### src/hw/rtl/bepg_pkg.sv
package bepg_pkg;

  localparam int CP_W    = 21;
  localparam int PIX_W   = 8;
  localparam int LEVEL_W = 8;
  localparam int REG_W   = 9;

  // U+2580 .. U+259F share every code point bit above the low five
  localparam logic [CP_W-6:0] BLOCK_PAGE = 16'h012C;

  localparam logic [LEVEL_W-1:0] LEVEL_EMPTY  = 8'd0;
  localparam logic [LEVEL_W-1:0] LEVEL_LIGHT  = 8'd64;
  localparam logic [LEVEL_W-1:0] LEVEL_MEDIUM = 8'd128;
  localparam logic [LEVEL_W-1:0] LEVEL_DARK   = 8'd191;
  localparam logic [LEVEL_W-1:0] LEVEL_FULL   = 8'd255;

  // rectangle corners in eighths of the cell
  typedef struct packed {
    logic [3:0] x0;
    logic [3:0] y0;
    logic [3:0] x1;
    logic [3:0] y1;
  } rect_t;

  typedef struct packed {
    logic [LEVEL_W-1:0] shade;
    logic [1:0]         count;
    rect_t              ra;
    rect_t              rb;
  } glyph_t;

  function automatic rect_t mk_rect(logic [3:0] x0, logic [3:0] y0,
                                    logic [3:0] x1, logic [3:0] y1);
    rect_t r;
    r.x0 = x0;
    r.y0 = y0;
    r.x1 = x1;
    r.y1 = y1;
    return r;
  endfunction

  function automatic glyph_t mk_glyph(logic [LEVEL_W-1:0] shade, logic [1:0] count,
                                      rect_t ra, rect_t rb);
    glyph_t g;
    g.shade = shade;
    g.count = count;
    g.ra    = ra;
    g.rb    = rb;
    return g;
  endfunction

  function automatic glyph_t glyph_lookup(logic [4:0] idx);
    rect_t  z;
    glyph_t g;
    z = mk_rect(4'd0, 4'd0, 4'd0, 4'd0);
    case (idx)
      5'h00: g = mk_glyph(LEVEL_EMPTY, 2'd1, mk_rect(4'd0, 4'd0, 4'd8, 4'd4), z);
      5'h01: g = mk_glyph(LEVEL_EMPTY, 2'd1, mk_rect(4'd0, 4'd7, 4'd8, 4'd8), z);
      5'h02: g = mk_glyph(LEVEL_EMPTY, 2'd1, mk_rect(4'd0, 4'd6, 4'd8, 4'd8), z);
      5'h03: g = mk_glyph(LEVEL_EMPTY, 2'd1, mk_rect(4'd0, 4'd5, 4'd8, 4'd8), z);
      5'h04: g = mk_glyph(LEVEL_EMPTY, 2'd1, mk_rect(4'd0, 4'd4, 4'd8, 4'd8), z);
      5'h05: g = mk_glyph(LEVEL_EMPTY, 2'd1, mk_rect(4'd0, 4'd3, 4'd8, 4'd8), z);
      5'h06: g = mk_glyph(LEVEL_EMPTY, 2'd1, mk_rect(4'd0, 4'd2, 4'd8, 4'd8), z);
      5'h07: g = mk_glyph(LEVEL_EMPTY, 2'd1, mk_rect(4'd0, 4'd1, 4'd8, 4'd8), z);
      5'h08: g = mk_glyph(LEVEL_EMPTY, 2'd1, mk_rect(4'd0, 4'd0, 4'd8, 4'd8), z);
      5'h09: g = mk_glyph(LEVEL_EMPTY, 2'd1, mk_rect(4'd0, 4'd0, 4'd7, 4'd8), z);
      5'h0A: g = mk_glyph(LEVEL_EMPTY, 2'd1, mk_rect(4'd0, 4'd0, 4'd6, 4'd8), z);
      5'h0B: g = mk_glyph(LEVEL_EMPTY, 2'd1, mk_rect(4'd0, 4'd0, 4'd5, 4'd8), z);
      5'h0C: g = mk_glyph(LEVEL_EMPTY, 2'd1, mk_rect(4'd0, 4'd0, 4'd4, 4'd8), z);
      5'h0D: g = mk_glyph(LEVEL_EMPTY, 2'd1, mk_rect(4'd0, 4'd0, 4'd3, 4'd8), z);
      5'h0E: g = mk_glyph(LEVEL_EMPTY, 2'd1, mk_rect(4'd0, 4'd0, 4'd2, 4'd8), z);
      5'h0F: g = mk_glyph(LEVEL_EMPTY, 2'd1, mk_rect(4'd0, 4'd0, 4'd1, 4'd8), z);
      5'h10: g = mk_glyph(LEVEL_EMPTY, 2'd1, mk_rect(4'd4, 4'd0, 4'd8, 4'd8), z);
      5'h11: g = mk_glyph(LEVEL_LIGHT, 2'd0, z, z);
      5'h12: g = mk_glyph(LEVEL_MEDIUM, 2'd0, z, z);
      5'h13: g = mk_glyph(LEVEL_DARK, 2'd0, z, z);
      5'h14: g = mk_glyph(LEVEL_EMPTY, 2'd1, mk_rect(4'd0, 4'd0, 4'd8, 4'd1), z);
      5'h15: g = mk_glyph(LEVEL_EMPTY, 2'd1, mk_rect(4'd7, 4'd0, 4'd8, 4'd8), z);
      5'h16: g = mk_glyph(LEVEL_EMPTY, 2'd1, mk_rect(4'd0, 4'd4, 4'd4, 4'd8), z);
      5'h17: g = mk_glyph(LEVEL_EMPTY, 2'd1, mk_rect(4'd4, 4'd4, 4'd8, 4'd8), z);
      5'h18: g = mk_glyph(LEVEL_EMPTY, 2'd1, mk_rect(4'd0, 4'd0, 4'd4, 4'd4), z);
      5'h19: g = mk_glyph(LEVEL_EMPTY, 2'd2, mk_rect(4'd0, 4'd0, 4'd4, 4'd4),
                          mk_rect(4'd0, 4'd4, 4'd8, 4'd8));
      5'h1A: g = mk_glyph(LEVEL_EMPTY, 2'd2, mk_rect(4'd0, 4'd0, 4'd4, 4'd4),
                          mk_rect(4'd4, 4'd4, 4'd8, 4'd8));
      5'h1B: g = mk_glyph(LEVEL_EMPTY, 2'd2, mk_rect(4'd0, 4'd0, 4'd8, 4'd4),
                          mk_rect(4'd0, 4'd4, 4'd4, 4'd8));
      5'h1C: g = mk_glyph(LEVEL_EMPTY, 2'd2, mk_rect(4'd0, 4'd0, 4'd8, 4'd4),
                          mk_rect(4'd4, 4'd4, 4'd8, 4'd8));
      5'h1D: g = mk_glyph(LEVEL_EMPTY, 2'd1, mk_rect(4'd4, 4'd0, 4'd8, 4'd4), z);
      5'h1E: g = mk_glyph(LEVEL_EMPTY, 2'd2, mk_rect(4'd4, 4'd0, 4'd8, 4'd4),
                          mk_rect(4'd0, 4'd4, 4'd4, 4'd8));
      5'h1F: g = mk_glyph(LEVEL_EMPTY, 2'd2, mk_rect(4'd4, 4'd0, 4'd8, 4'd4),
                          mk_rect(4'd0, 4'd4, 4'd8, 4'd8));
      default: g = mk_glyph(LEVEL_EMPTY, 2'd0, z, z);
    endcase
    return g;
  endfunction

endpackage

### src/hw/rtl/bepg_cfg.sv
module bepg_cfg #(
  parameter int MAX_CELL_DIM = 256,
  parameter int DIM_W        = 9
) (
  input  logic             clk,
  input  logic             rst_n,
  input  logic             psel,
  input  logic             penable,
  input  logic             pwrite,
  input  logic [2:0]       paddr,
  input  logic [31:0]      pwdata,
  output logic [31:0]      prdata,
  output logic             pready,
  output logic [DIM_W-1:0] box_w,
  output logic [DIM_W-1:0] box_h
);
  import bepg_pkg::*;

  localparam logic REG_BOX_W = 1'b0;
  localparam logic REG_BOX_H = 1'b1;

  localparam int          CAP_INT = (MAX_CELL_DIM > 511) ? 511 : MAX_CELL_DIM;
  localparam logic [REG_W-1:0] DIM_CAP = REG_W'(CAP_INT);
  localparam logic [DIM_W-1:0] WIDTH_RST  = DIM_W'((CAP_INT < 8) ? CAP_INT : 8);
  localparam logic [DIM_W-1:0] HEIGHT_RST = DIM_W'((CAP_INT < 16) ? CAP_INT : 16);

  logic [DIM_W-1:0] width_r;
  logic [DIM_W-1:0] height_r;
  logic [REG_W-1:0] wr_raw;
  logic [REG_W-1:0] wr_sat;
  logic             wr_en;
  logic             reg_sel;

  assign pready  = 1'b1;
  assign wr_en   = psel & penable & pwrite & pready;
  assign reg_sel = paddr[2];
  assign wr_raw  = pwdata[REG_W-1:0];
  assign wr_sat  = (wr_raw > DIM_CAP) ? DIM_CAP : wr_raw;

  always_ff @(posedge clk) begin
    if (!rst_n) begin
      width_r  <= WIDTH_RST;
      height_r <= HEIGHT_RST;
    end else if (wr_en) begin
      case (reg_sel)
        REG_BOX_W: width_r  <= wr_sat[DIM_W-1:0];
        REG_BOX_H: height_r <= wr_sat[DIM_W-1:0];
        default: ;
      endcase
    end
  end

  always_comb begin
    case (reg_sel)
      REG_BOX_W: prdata = 32'(width_r);
      REG_BOX_H: prdata = 32'(height_r);
      default:   prdata = '0;
    endcase
  end

  assign box_w = width_r;
  assign box_h = height_r;

endmodule

### src/hw/rtl/bepg_raster.sv
module bepg_raster #(
  parameter int DIM_W = 9
) (
  input  logic [20:0]      code_point,
  input  logic [7:0]       pixel_x,
  input  logic [7:0]       pixel_y,
  input  logic [DIM_W-1:0] box_w,
  input  logic [DIM_W-1:0] box_h,
  output logic [7:0]       intensity,
  output logic             is_block_element
);
  import bepg_pkg::*;

  localparam int CMP_W = (DIM_W > PIX_W) ? DIM_W : PIX_W;

  // floor(dim * k / 8)
  function automatic logic [CMP_W-1:0] bound_of(logic [DIM_W-1:0] dim, logic [3:0] k);
    logic [DIM_W+3:0] prod;
    prod = (DIM_W+4)'(dim) * (DIM_W+4)'(k);
    return CMP_W'(prod[DIM_W+2:3]);
  endfunction

  function automatic logic in_rect(rect_t r, logic [CMP_W-1:0] x, logic [CMP_W-1:0] y,
                                   logic [DIM_W-1:0] w, logic [DIM_W-1:0] h);
    logic hit_x;
    logic hit_y;
    hit_x = (x >= bound_of(w, r.x0)) && (x < bound_of(w, r.x1));
    hit_y = (y >= bound_of(h, r.y0)) && (y < bound_of(h, r.y1));
    return hit_x & hit_y;
  endfunction

  glyph_t           glyph;
  logic [CMP_W-1:0] px;
  logic [CMP_W-1:0] py;
  logic             in_page;
  logic             in_cell;
  logic             hit;

  assign glyph   = glyph_lookup(code_point[4:0]);
  assign px      = CMP_W'(pixel_x);
  assign py      = CMP_W'(pixel_y);
  assign in_page = (code_point[CP_W-1:5] == BLOCK_PAGE);
  assign in_cell = (px < CMP_W'(box_w)) && (py < CMP_W'(box_h));

  always_comb begin
    hit = 1'b0;
    if (glyph.count != 2'd0) begin
      hit = in_rect(glyph.ra, px, py, box_w, box_h);
    end
    if (glyph.count == 2'd2) begin
      hit = hit | in_rect(glyph.rb, px, py, box_w, box_h);
    end
  end

  always_comb begin
    is_block_element = in_page & in_cell;
    intensity        = LEVEL_EMPTY;
    if (is_block_element) begin
      if (glyph.shade != LEVEL_EMPTY) begin
        intensity = glyph.shade;
      end else if (hit) begin
        intensity = LEVEL_FULL;
      end
    end
  end

endmodule

### src/hw/rtl/block_element_pixel_generator.sv
// block element pixel generator
//
// draws one pixel of a glyph from U+2580..U+259F in a cell of
// box_w x box_h pixels (registers 0 and 1 of the apb port)
// input channel: in_code_point, in_pixel_x, in_pixel_y with in_valid and
// in_stall; a request is taken when in_valid is high and in_stall is low
// output channel: out_intensity, out_is_block_element with out_valid and
// out_stall, one result for every request, in order
// the pipeline is an input register, then the glyph table lookup and
// edge compares feeding the result register
// one request per cycle when not stalled, set by that single compare stage
// when the receiver stalls, the result register holds and the input
// register fills; in_stall rises only once both are occupied
// reset clears both valid flags and loads width 8 and height 16
// user writes registers only while no request is in flight; not enforced
module block_element_pixel_generator #(
  parameter int MAX_CELL_DIM = 256
) (
  input  logic        clk,
  input  logic        rst_n,
  input  logic        in_valid,
  output logic        in_stall,
  input  logic [20:0] in_code_point,
  input  logic [7:0]  in_pixel_x,
  input  logic [7:0]  in_pixel_y,
  output logic        out_valid,
  input  logic        out_stall,
  output logic [7:0]  out_intensity,
  output logic        out_is_block_element,
  input  logic        psel,
  input  logic        penable,
  input  logic        pwrite,
  input  logic [2:0]  paddr,
  input  logic [31:0] pwdata,
  output logic [31:0] prdata,
  output logic        pready
);
  import bepg_pkg::*;

  localparam int DIM_NEED = $clog2(MAX_CELL_DIM + 1);
  localparam int DIM_W    = (DIM_NEED < REG_W) ? DIM_NEED : REG_W;

  logic [DIM_W-1:0] box_w;
  logic [DIM_W-1:0] box_h;

  logic               s1_valid_r;
  logic [CP_W-1:0]    s1_cp_r;
  logic [PIX_W-1:0]   s1_x_r;
  logic [PIX_W-1:0]   s1_y_r;
  logic               out_valid_r;
  logic [LEVEL_W-1:0] out_intensity_r;
  logic               out_flag_r;
  logic [LEVEL_W-1:0] intensity_nxt;
  logic               flag_nxt;
  logic               out_adv;
  logic               in_take;

  bepg_cfg #(
    .MAX_CELL_DIM (MAX_CELL_DIM),
    .DIM_W        (DIM_W)
  ) u_cfg (
    .clk     (clk),
    .rst_n   (rst_n),
    .psel    (psel),
    .penable (penable),
    .pwrite  (pwrite),
    .paddr   (paddr),
    .pwdata  (pwdata),
    .prdata  (prdata),
    .pready  (pready),
    .box_w   (box_w),
    .box_h   (box_h)
  );

  bepg_raster #(
    .DIM_W (DIM_W)
  ) u_raster (
    .code_point       (s1_cp_r),
    .pixel_x          (s1_x_r),
    .pixel_y          (s1_y_r),
    .box_w            (box_w),
    .box_h            (box_h),
    .intensity        (intensity_nxt),
    .is_block_element (flag_nxt)
  );

  assign out_adv  = ~out_valid_r | ~out_stall;
  assign in_stall = s1_valid_r & ~out_adv;
  assign in_take  = in_valid & ~in_stall;

  always_ff @(posedge clk) begin
    if (!rst_n) begin
      s1_valid_r  <= 1'b0;
      out_valid_r <= 1'b0;
    end else begin
      if (!in_stall) begin
        s1_valid_r <= in_valid;
      end
      if (out_adv) begin
        out_valid_r <= s1_valid_r;
      end
    end
  end

  always_ff @(posedge clk) begin
    if (in_take) begin
      s1_cp_r <= in_code_point;
      s1_x_r  <= in_pixel_x;
      s1_y_r  <= in_pixel_y;
    end
    if (out_adv && s1_valid_r) begin
      out_intensity_r <= intensity_nxt;
      out_flag_r      <= flag_nxt;
    end
  end

  assign out_valid            = out_valid_r;
  assign out_intensity        = out_intensity_r;
  assign out_is_block_element = out_flag_r;

endmodule

### config.mk
export PLATFORM = sky130hd
export DESIGN_NAME = block_element_pixel_generator
export DESIGN_NICKNAME = d
export VERILOG_FILES = /design/src/hw/rtl/bepg_pkg.sv /design/src/hw/rtl/bepg_cfg.sv /design/src/hw/rtl/bepg_raster.sv /design/src/hw/rtl/block_element_pixel_generator.sv
export SDC_FILE = /design/constraint.sdc
export NUM_CORES = 1
export LEC_CHECK = 0
export BUFFER_PORTS_ARGS = -buffer_cell sky130_fd_sc_hd__buf_2
export CAP_MARGIN = 40
export CORE_MARGIN = 4
export CORE_UTILIZATION = 55
export CTS_CLUSTER_SIZE = 30
export DETAILED_ROUTE_END_ITERATION = 6
export HOLD_SLACK_MARGIN = 0.15
export PLACE_DENSITY = 0.77
export SYNTH_ARGS = -nofsm -noshare
export SYNTH_HDL_FRONTEND = slang
export SYNTH_SLANG_ARGS = --single-unit
### constraint.sdc
create_clock -name clk -period 8.8 [get_ports clk]
set_clock_uncertainty 0.1 [all_clocks]
set_input_delay 0.44 -clock clk [delete_from_list [all_inputs] [get_ports clk]]
set_output_delay 0.44 -clock clk [all_outputs]
set_load 0.05 [all_outputs]
Yosys cells after proc, flatten, opt, wreduce, memory -nomap -nowiden
Memories as Yosys holds them, arrays and structs flattened. A register that Yosys moved wholly into a read port is not among the register bits.
Cells that the tools add are included.
{"block": "word_totals", "in_bits": 79, "rom_bits": 896, "mem_count": 1, "reg_bits": 66, "out_inout_bits": 44, "word_cells": 62}
{"block": "classes", "mul": 8, "magnitude_cmp": 11, "muxes": 7, "eq_ne": 2, "bitwise_logic": 14, "reduce_logical": 10}
{"name": "(name not given)", "depth": 32, "width": 28, "rd": 1, "rd_ports_with_merged_regs": 1, "write_ports": 0, "line_no": "bepg_pkg.sv:56", "text": "case (idx)"}
{"cell": "$mul A9 B4 Y12", "count": 8}
{"cell": "$pmux W32 S2", "count": 1}
{"cell": "$lt A8 B9 Y1", "count": 6}
{"cell": "$ge A8 B9 Y1", "count": 4}
{"cell": "$eq A16 B9 Y1 const B", "count": 1}
{"cell": "$mux W8", "count": 2}
{"cell": "$gt A9 B9 Y1 const B", "count": 1}
{"cell": "$mux W9", "count": 1}
{"cell": "$reduce_bool A8 Y1", "count": 1}
{"cell": "$and A1 B1 Y1", "count": 7}
{"cell": "$logic_and A1 B1 Y1", "count": 6}
{"cell": "$mux W5", "count": 1}
{"cell": "$not A1 Y1", "count": 5}
{"cell": "$reduce_and A2 Y1", "count": 2}
{"cell": "$eq A2 B2 Y1 const B", "count": 1}
{"cell": "$mux W1", "count": 2}
{"cell": "$or A1 B1 Y1", "count": 2}
{"cell": "$reduce_bool A2 Y1", "count": 1}

Logic depth before layout (Yosys ltp)
Gate-level depths: netlist (run 1).
{"block": "depth", "word_depth": 9, "depth_mapped": 24, "ltp_nobuf": 23}

Cells and area by module
A second synthesis (run 1) with hierarchy kept.
{"block": "unflattened", "hier_cells": 962, "hier_area_um2": 8630.8}
{"module": "bepg_raster", "seq_area_each_um2": 0.0, "n_inst": 1, "cells_per_inst": 799, "area_each_um2": 6097.1}
{"module": "block_element_pixel_generator", "seq_area_each_um2": 1421.4, "n_inst": 1, "cells_per_inst": 54, "area_each_um2": 1465.2}
{"module": "bepg_cfg", "seq_area_each_um2": 360.3, "n_inst": 1, "cells_per_inst": 109, "area_each_um2": 1068.5}

Worst setup path before layout (run 1)
OpenSTA, ideal clock, no wires.
{"block": "synth_timing", "path_kind": "reg-to-reg", "from": "register u_cfg.width_r[1], in the netlist u_cfg.box_w[1]", "to": "register out_intensity_r[5], in the netlist out_intensity[5] (data pin)", "n_path_buf": 1, "t_required_ns": 8.572, "synth_period_minus_slack_ns": 5.090, "path_slack_ns": 3.710, "setup_ns": 0.128, "stages_incl_launch_ff": 25, "arrival_time_ns": 4.862, "cell_sequence": "dfxtp_1 > clkbuf_1 > and2_1 > fa_1 > inv_1 > fa_1 > inv_1 > ha_1 > nor2b_1 > o21ai_1 > nand2b_1 > a21o_1 > a21o_1 > a21o_1 > a21oi_1 > xor2_1 > ha_1 > nand2_1 > nor2_1 > a2111oi_2 > and4b_4 > nor4_4 > nand4_2 > a21oi_2 > a21o_1"}
{"block": "synth_via", "elab_chain_cells": 9, "elab_cells_between_ends": 20, "classes_between": "mul: 4; order compare: 5; mux: 4; bitwise: 4; reduce/logical: 3"}
{"item": "start: declaration", "line_no": "bepg_cfg.sv:27", "text": "logic [DIM_W-1:0] width_r;"}
{"item": "start signal: assignment", "line_no": "bepg_cfg.sv:46", "text": "REG_BOX_W: width_r <= wr_sat[DIM_W-1:0];"}
{"item": "$mul A9 B4 Y12", "line_no": "bepg_raster.sv:19", "text": "prod = (DIM_W+4)'(dim) * (DIM_W+4)'(k);"}
{"item": "$ge A8 B9 Y1 or $lt A8 B9 Y1 (tied branches)", "line_no": "bepg_raster.sv:27", "text": "hit_x = (x >= bound_of(w, r.x0)) && (x < bound_of(w, r.x1));"}
{"item": "$logic_and A1 B1 Y1", "line_no": "bepg_raster.sv:27"}
{"item": "$and A1 B1 Y1", "line_no": "bepg_raster.sv:29", "text": "return hit_x & hit_y;"}
{"item": "$mux W1", "line_no": "bepg_raster.sv:47", "text": "if (glyph.count != 2'd0) begin"}
{"item": "$or A1 B1 Y1", "line_no": "bepg_raster.sv:51", "text": "hit = hit | in_rect(glyph.rb, px, py, box_w, box_h);"}
{"item": "$mux W1", "line_no": "bepg_raster.sv:50", "text": "if (glyph.count == 2'd2) begin"}
{"item": "$mux W8", "line_no": "bepg_raster.sv:61", "text": "end else if (hit) begin"}
{"item": "$mux W8", "line_no": "bepg_raster.sv:59", "text": "if (glyph.shade != LEVEL_EMPTY) begin"}
{"item": "end signal: assignment", "line_no": "block_element_pixel_generator.sv:112", "text": "out_intensity_r <= intensity_nxt;"}
{"item": "end: declaration", "line_no": "block_element_pixel_generator.sv:51", "text": "logic [LEVEL_W-1:0] out_intensity_r;"}
Several ways; a longest one is shown, not always the timed one.
A chain may end at the register's enable or synchronous reset.

Worst setup path in the final report (run 1)
Same ends and word-level chain as after synthesis.

==> flow_summary_export.csv, run 1 <==
group,metric,value,unit
outcome,status,"finished, final reports clean",
routing,post_drt_wl_per_cell,15.7,µm
setup_path,startpoint_type,"flop",
global_routing,grt_max_degree,39,
routing,met3WireLength,1330,µm
global_routing,track_usage,23.5,%
clocking,cts_tree,"built",
layout,num_antenna_cells,0,
sta,tightest_slew,0.837,ns
clocking,postCtsHoldBufs,24,
sta,setup_tns,0,ns
routing,drt_iter0_drc,371,
sta,max_freq,174,MHz
setup_path,cp.buffers_inverters,2,
routing,highest_layer,"met4",
sta,setup_viol,0,
setup_path,critPathMostFrequentCell,"a21o_1",
clocking,root_buffer,"clkbuf_16",
routing,via_per_inst,5.49,
die,core_area,15900,µm²
setup_path,critPathCaptureType,"flop",
routing,detail-route-antenna-nets,0,
die,die_h,136,µm
synth,synth_top_flop_cell,"edfxtp_1",
layout,nets,1378,
setup_path,slowest_stage,"fa_1",
layout,syn_to_final_growth,11.1,%
sta,maxSlewViolCount,0,
setup_path,crit_chain,"and2_1, fa_1, inv_1, fa_1, inv_1, ha_1, nor2b_1, o21ai_1, nand2b_1, a21o_1, a21o_1, a21o_1, a21oi_1, xor2_1, ha_1, nand4_1, a211oi_1, a2111oi_2, and4b_4, nor4_4, nand4_2, a21oi_2, a21o_1",
global_routing,grt_pass1_wl,34700,µm
routing,routed_wl,20600,µm
layout,layout-drive-gt1-share,10.1,%
routing,via_count,7191,
power_and_ir_drop,p_total,0.00109,W
setup_path,cp_slowest_stage_delay,0.53,ns
global_routing,overflow,0,
synth,synth_edf_count,41,
clocking,clkTransAtPathRegs,0.07,ns
clocking,post_cts_buffers,0,
power_and_ir_drop,ir_worst_vdd,144,µV
synth,ys_ff_latch,81,
die,rows,46,
setup_path,required,8.92,ns
die,die-width,136,µm
min_path,holdCritPathClass,"in -> reg",
die,dieArea,18400,µm²
clocking,h-tree-depth,3,
layout,nFillCells,1356,
place,gp_congestion,0.910,
setup_path,crit_fanout,12,
sta,finalCriticalPeriod,5.75,ns
die,ios,123,
setup_path,path_class,"reg -> reg",
routing,wl_met1,9570,µm
sta,slew_headroom,44.1,%
routing,drc,0,
setup_path,path_delay_family,"compound AO/OA/AOI/OAI gates",
synth,async_flop_share,0,%
routing,met2_length,9020,µm
place,io_buffers,73,
die,initial_utilization,56.3,%
clocking,cts_num_sinks,81,
flow_run,maxCapViolations,0,
clocking,clk_latency,0.35,ns
synth,ys_warn_count,0,
sta,hold_viol,0,
synth,avgSynthCellArea,8.85,µm²
clocking,ctsResizeCount,0,
place,dp_hpwl,15900,µm
sta,min_period_over_period,65.3,%
synth,synth_area,8970,µm²
global_routing,antenna_found_initial,0,
synth,netlist_instances,1013,
synth,ys_seq_area_share,22.7,%
power_and_ir_drop,power.density,109,nW/µm²
synth,yosys.cell_types.count,62,
power_and_ir_drop,leakage,4.87,nW
setup_path,arrival,5.87,ns
clocking,numCtsBuffers,9,
sta,rsz0062_at_grt,"false",
routing,dr.pass1.iters,5,
global_routing,grt_pass1_vias,7277,
clocking,cts.path.max_buffers,2,
## stage by stage
stage	cells	util (%)	setup WS (ns)	hold slack, ns	area (µm²)
detailed placement	1271	58.9	3.14	0.395	9390
global route	1311	62.5	2.74	0.153	9960
finish	1311	62.5	3.05	0.167	9960
CTS	1311	62.5	3.08	0.152	9960
floorplan	1035	-	3.71	0.366	9050
global placement	1271	58.9	3.21	0.388	9390
## registers in the layout, indices dropped and copies added (netlist names)
name,count
u_cfg.box_w,9
s1_valid_r,1
out_intensity,3
s1_x_r,8
u_cfg.box_h,9
s1_y_r,8
s1_cp_r,21
out_is_block_element,1
out_valid,1
u_raster.glyph,20
## Yosys cell counts (13+ instances only)
master    number  area [µm²]
a21o_1        18         135
a21oi_1       56         280
and2_1        86         538
buf_4         29         218
clkbuf_1      24        90.1
dfxtp_1       40         801
edfxtp_1      41        1230
fa_1          35         701
ha_1         174        2180
inv_1        121         454
nand2_1      106         398
nand3_1       16        80.1
nor2_1        32         120
o21ai_0       22         110
o21ai_1       13        65.1
xnor2_1       25         219
xor2_1        14         123
## routing by layer
metal | track usage (%) | up-vias
li1 | - | 3562
met1 | 31.8 | 3379
met2 | 37.5 | 204
met3 | 3.90 | 46
met4 | 9.35 | 0
met5 | 0 | -
## cell families (layout without fill, tap and decap cells)
family,count (synthesis),in the layout,share of synthesized area [%]
AO/OA/AOI/OAI,175,175,12.5
XOR/XNOR,39,39,3.81
adder cells (fa/ha/maj),209,209,32.1
buffers and inverters,179,239,8.75
flip-flops,81,81,22.7
multiplexers,8,8,0.935
other,2,24,0.0837
AND/OR/NAND/NOR,320,320,19.2
## worst paths after layout
| path | from | to | slack [ns] | cells past startpoint |
|---|---|---|---|---|
| setup / recovery | u_cfg.box_w[1]$_SDFFE_PN0P_ | out_intensity[5]$_SDFFCE_PN0P_ | 3.05 | 23 |
| hold / removal | in_pixel_x[7] | s1_x_r[7]$_DFFE_PP_ | 0.17 | 1 |
| setup reg to reg | u_cfg.box_w[1]$_SDFFE_PN0P_ | out_intensity[5]$_SDFFCE_PN0P_ | 3.05 | 23 |
| hold reg to reg | s1_valid_r$_SDFFE_PN0N_ | out_valid$_SDFFE_PN0N_ | 0.41 | 2 |
## where the power goes
part / internal [W] / total, W / switching [W]
Clock: 0.000254 / 0.000430 / 0.000176
Combinational: 0.0000810 / 0.000211 / 0.000130
Sequential: 0.000418 / 0.000449 / 0.0000313
## cell usage in the layout, fill, tap and decap left out, types with 32 or more instances in the layout
cell type,n
a21oi_1,56
and2_1,86
buf_2,73
dfxtp_1,40
edfxtp_1,41
fa_1,35
ha_1,174
inv_1,121
nand2_1,106
nor2_1,32
## layout make-up
type / instances / area (µm²) / area share [%]
repair buffers: 100 / 628 / 6.30
flip-flops and latches: 81 / 2030 / 20.4
well taps: 216 / 270 / 2.71
clock inverters: 7 / 110 / 1.11
multi-input cells: 775 / 6240 / 62.6
clock buffers: 9 / 225 / 2.26
inverters: 123 / 462 / 4.63
Power figures use the tool's default switching activity.
==> run 2: changes to the inputs <==
- clock period: 8.8 -> 5.7 ns (I/O delays scaled with it)
==> run 2 against run 1 <==
Effect of this change:
- hold slack improved by 0.0043 ns
- sequential share of layout area decreased by 0.46 points
- via count increased by 2.0%
- combinational power increased by 64%
- routed wire length increased by 4.3%
- largest cell class unchanged
- utilization increased by 1.6 points
==> flow_summary_export.csv, run 2 (same netlist as run 1, synthesis figures left out) <==
group,metric,value,unit
die,initial_utilization,56.3,%
min_path,holdCritPathClass,"in -> reg",
sta,setup_viol,0,
power_and_ir_drop,switching_share,33.2,%
setup_path,crit_fanout,9,
global_routing,track_usage,24.1,%
routing,dr.pass1.iters,5,
routing,wl_met1,9850,µm
power_and_ir_drop,p_comb_share,21.2,%
clocking,clk_latency,0.36,ns
die,dieArea,18400,µm²
place,io_buffers,73,
die,core_area,15900,µm²
layout,nets,1407,
sta,max_freq,187,MHz
setup_path,path_class,"reg -> reg",
global_routing,antenna_found_initial,0,
flow_run,maxCapViolations,0,
layout,final_area,10200,µm²
clocking,clkTransAtPathRegs,0.07,ns
clocking,h-tree-depth,3,
layout,nFillCells,1291,
sta,fin_hold_ws,0.171,ns
routing,via_per_inst,5.47,
global_routing,grt_pass1_wl,35300,µm
routing,routed_wl,21500,µm
power_and_ir_drop,p_total,0.00164,W
routing,met2_length,9710,µm
layout,largest_register_ffs,21,
layout,layout-drive-gt1-share,10.9,%
clocking,cts_tree,"built",
power_and_ir_drop,power_switching,0.000544,W
clocking,root_buffer,"clkbuf_16",
outcome,status,"finished, final reports clean",
layout,mostFrequentLayoutCells,"174 x ha_1, 121 x inv_1, 106 x nand2_1",
setup_path,startpoint_type,"flop",
routing,drc,0,
die,rows,46,
routing,post_drt_wl_per_cell,16.0,µm
layout,num_antenna_cells,0,
routing,detail-route-antenna-nets,0,
sta,setup_tns,0,ns
clocking,numCtsBuffers,9,
clocking,cts_num_sinks,81,
setup_path,rrSetupSlack,0.36,ns
die,ios,123,
routing,via_count,7332,
layout,final_common_cell,"ha_1",
place,dp_hpwl,16400,µm
sta,hold_viol,0,
power_and_ir_drop,leakage,4.99,nW
routing,met3WireLength,1440,µm
setup_path,required,5.82,ns
die,die_h,136,µm
power_and_ir_drop,p_seq_share,42.2,%
place,gp_congestion,0.860,
place,placed_area,9450,µm²
setup_path,critPathCaptureType,"flop",
layout,syn_to_final_growth,13.9,%
sta,maxSlewViolCount,0,
clocking,post_cts_buffers,0,
sta,min_period_over_period,93.6,%
setup_path,arrival,5.46,ns
power_and_ir_drop,ir_worst_vdd,192,µV
die,die-width,136,µm
layout,top_register,"s1_cp_r",
sta,finalCriticalPeriod,5.34,ns
power_and_ir_drop,p_clk_share,36.6,%
global_routing,grt_pass1_vias,7289,
sta,slew_headroom,41.3,%
sta,setup_ws,0.362,ns
sta,tightest_slew,0.856,ns
global_routing,grt_max_degree,39,
clocking,cts.path.max_buffers,2,
routing,highest_layer,"met4",
power_and_ir_drop,intPower,0.00109,W
power_and_ir_drop,power.density,160,nW/µm²
global_routing,overflow,0,
routing,drt_iter0_drc,394,
place,place_ws,0.165,ns
sta,rsz0062_at_grt,"false",
[run 2: cell count changes in the layout (fill, tap and decap cells not counted), sizes merged]
cell         before  now
bufinv            2    0
dlygate4sd3      24   45
buf              76   84
inv             126  128
[run 2: area by class of cell]
| cell class | instances | area, µm² | share of cell area (%) |
|---|---|---|---|
| Inverter | 123 | 462 | 4.52 |
| Clock buffer | 9 | 225 | 2.21 |
| Timing Repair Buffer | 129 | 898 | 8.80 |
| Multi-Input combinational cell | 775 | 6250 | 61.2 |
| Tap cell | 216 | 270 | 2.65 |
| Sequential cell | 81 | 2040 | 19.9 |
| Clock inverter | 7 | 72.6 | 0.711 |
[run 2: layer usage]
| metal | up-vias | track usage [%] |
|---|---|---|
| li1 | 3615 | - |
| met3 | 39 | 3.64 |
| met5 | - | 0 |
| met1 | 3423 | 33.1 |
| met4 | 0 | 7.22 |
| met2 | 255 | 39.4 |
[run 2: worst paths after layout]
| path | startpoint | end | cells past startpoint |
|---|---|---|---|
| min | pwdata[3] | u_cfg.box_w[3]$_SDFFE_PN1P_ | 3 |
| min reg2reg | u_raster.glyph[41]$_SDFF_PP0_ | out_intensity[7]$_SDFFCE_PN0P_ | 1 |
| max reg2reg | u_raster.glyph[22]$_DFF_P_ | out_intensity[5]$_SDFFCE_PN0P_ | 23 |
| max | u_raster.glyph[22]$_DFF_P_ | out_intensity[5]$_SDFFCE_PN0P_ | 23 |
[run 2: power by group through the flow]
stage          combinational, W  sequential, W  clock [W]
2_1_floorplan          0.000251       0.000685          0
3_3_place_gp           0.000307       0.000701          0
3_5_place_dp           0.000315       0.000702          0
4_1_cts                0.000341       0.000689   0.000604
5_1_grt                0.000386       0.000695   0.000632
6_report               0.000347       0.000691   0.000598
[run 2: repair_timing]
| action | CTS | global route |
|---|---|---|
| hold buffers | 45 | 0 |
| hold endpoints to repair | 45 | 0 |
| endpoints found under the setup margin | 0 | 3 |
| gates resized for setup | 0 | 4 |
[run 2: critical path, stage by stage (launching register included)]
cell	delay (ns)
dfxtp_1	0.38
and2_1	0.21
fa_1	0.50
inv_1	0.06
fa_1	0.52
inv_1	0.04
ha_1	0.33
nor2b_1	0.15
o21ai_1	0.11
nand2b_1	0.09
a21o_1	0.18
a21o_1	0.19
a21o_1	0.18
a21oi_1	0.17
xor2_1	0.17
ha_1	0.30
nand2_1	0.09
nor2_1	0.06
a2111oi_4	0.40
a211oi_1	0.13
nor4_4	0.35
nand4_2	0.18
a21oi_2	0.20
a21o_1	0.12
[run 2: through the flow]
step	std cells	util, %
final	1340	64.1
after global routing	1340	64.1
after CTS	1340	64.0
after detailed placement	1279	59.3
after global placement	1279	59.3
after floorplan	1035	-
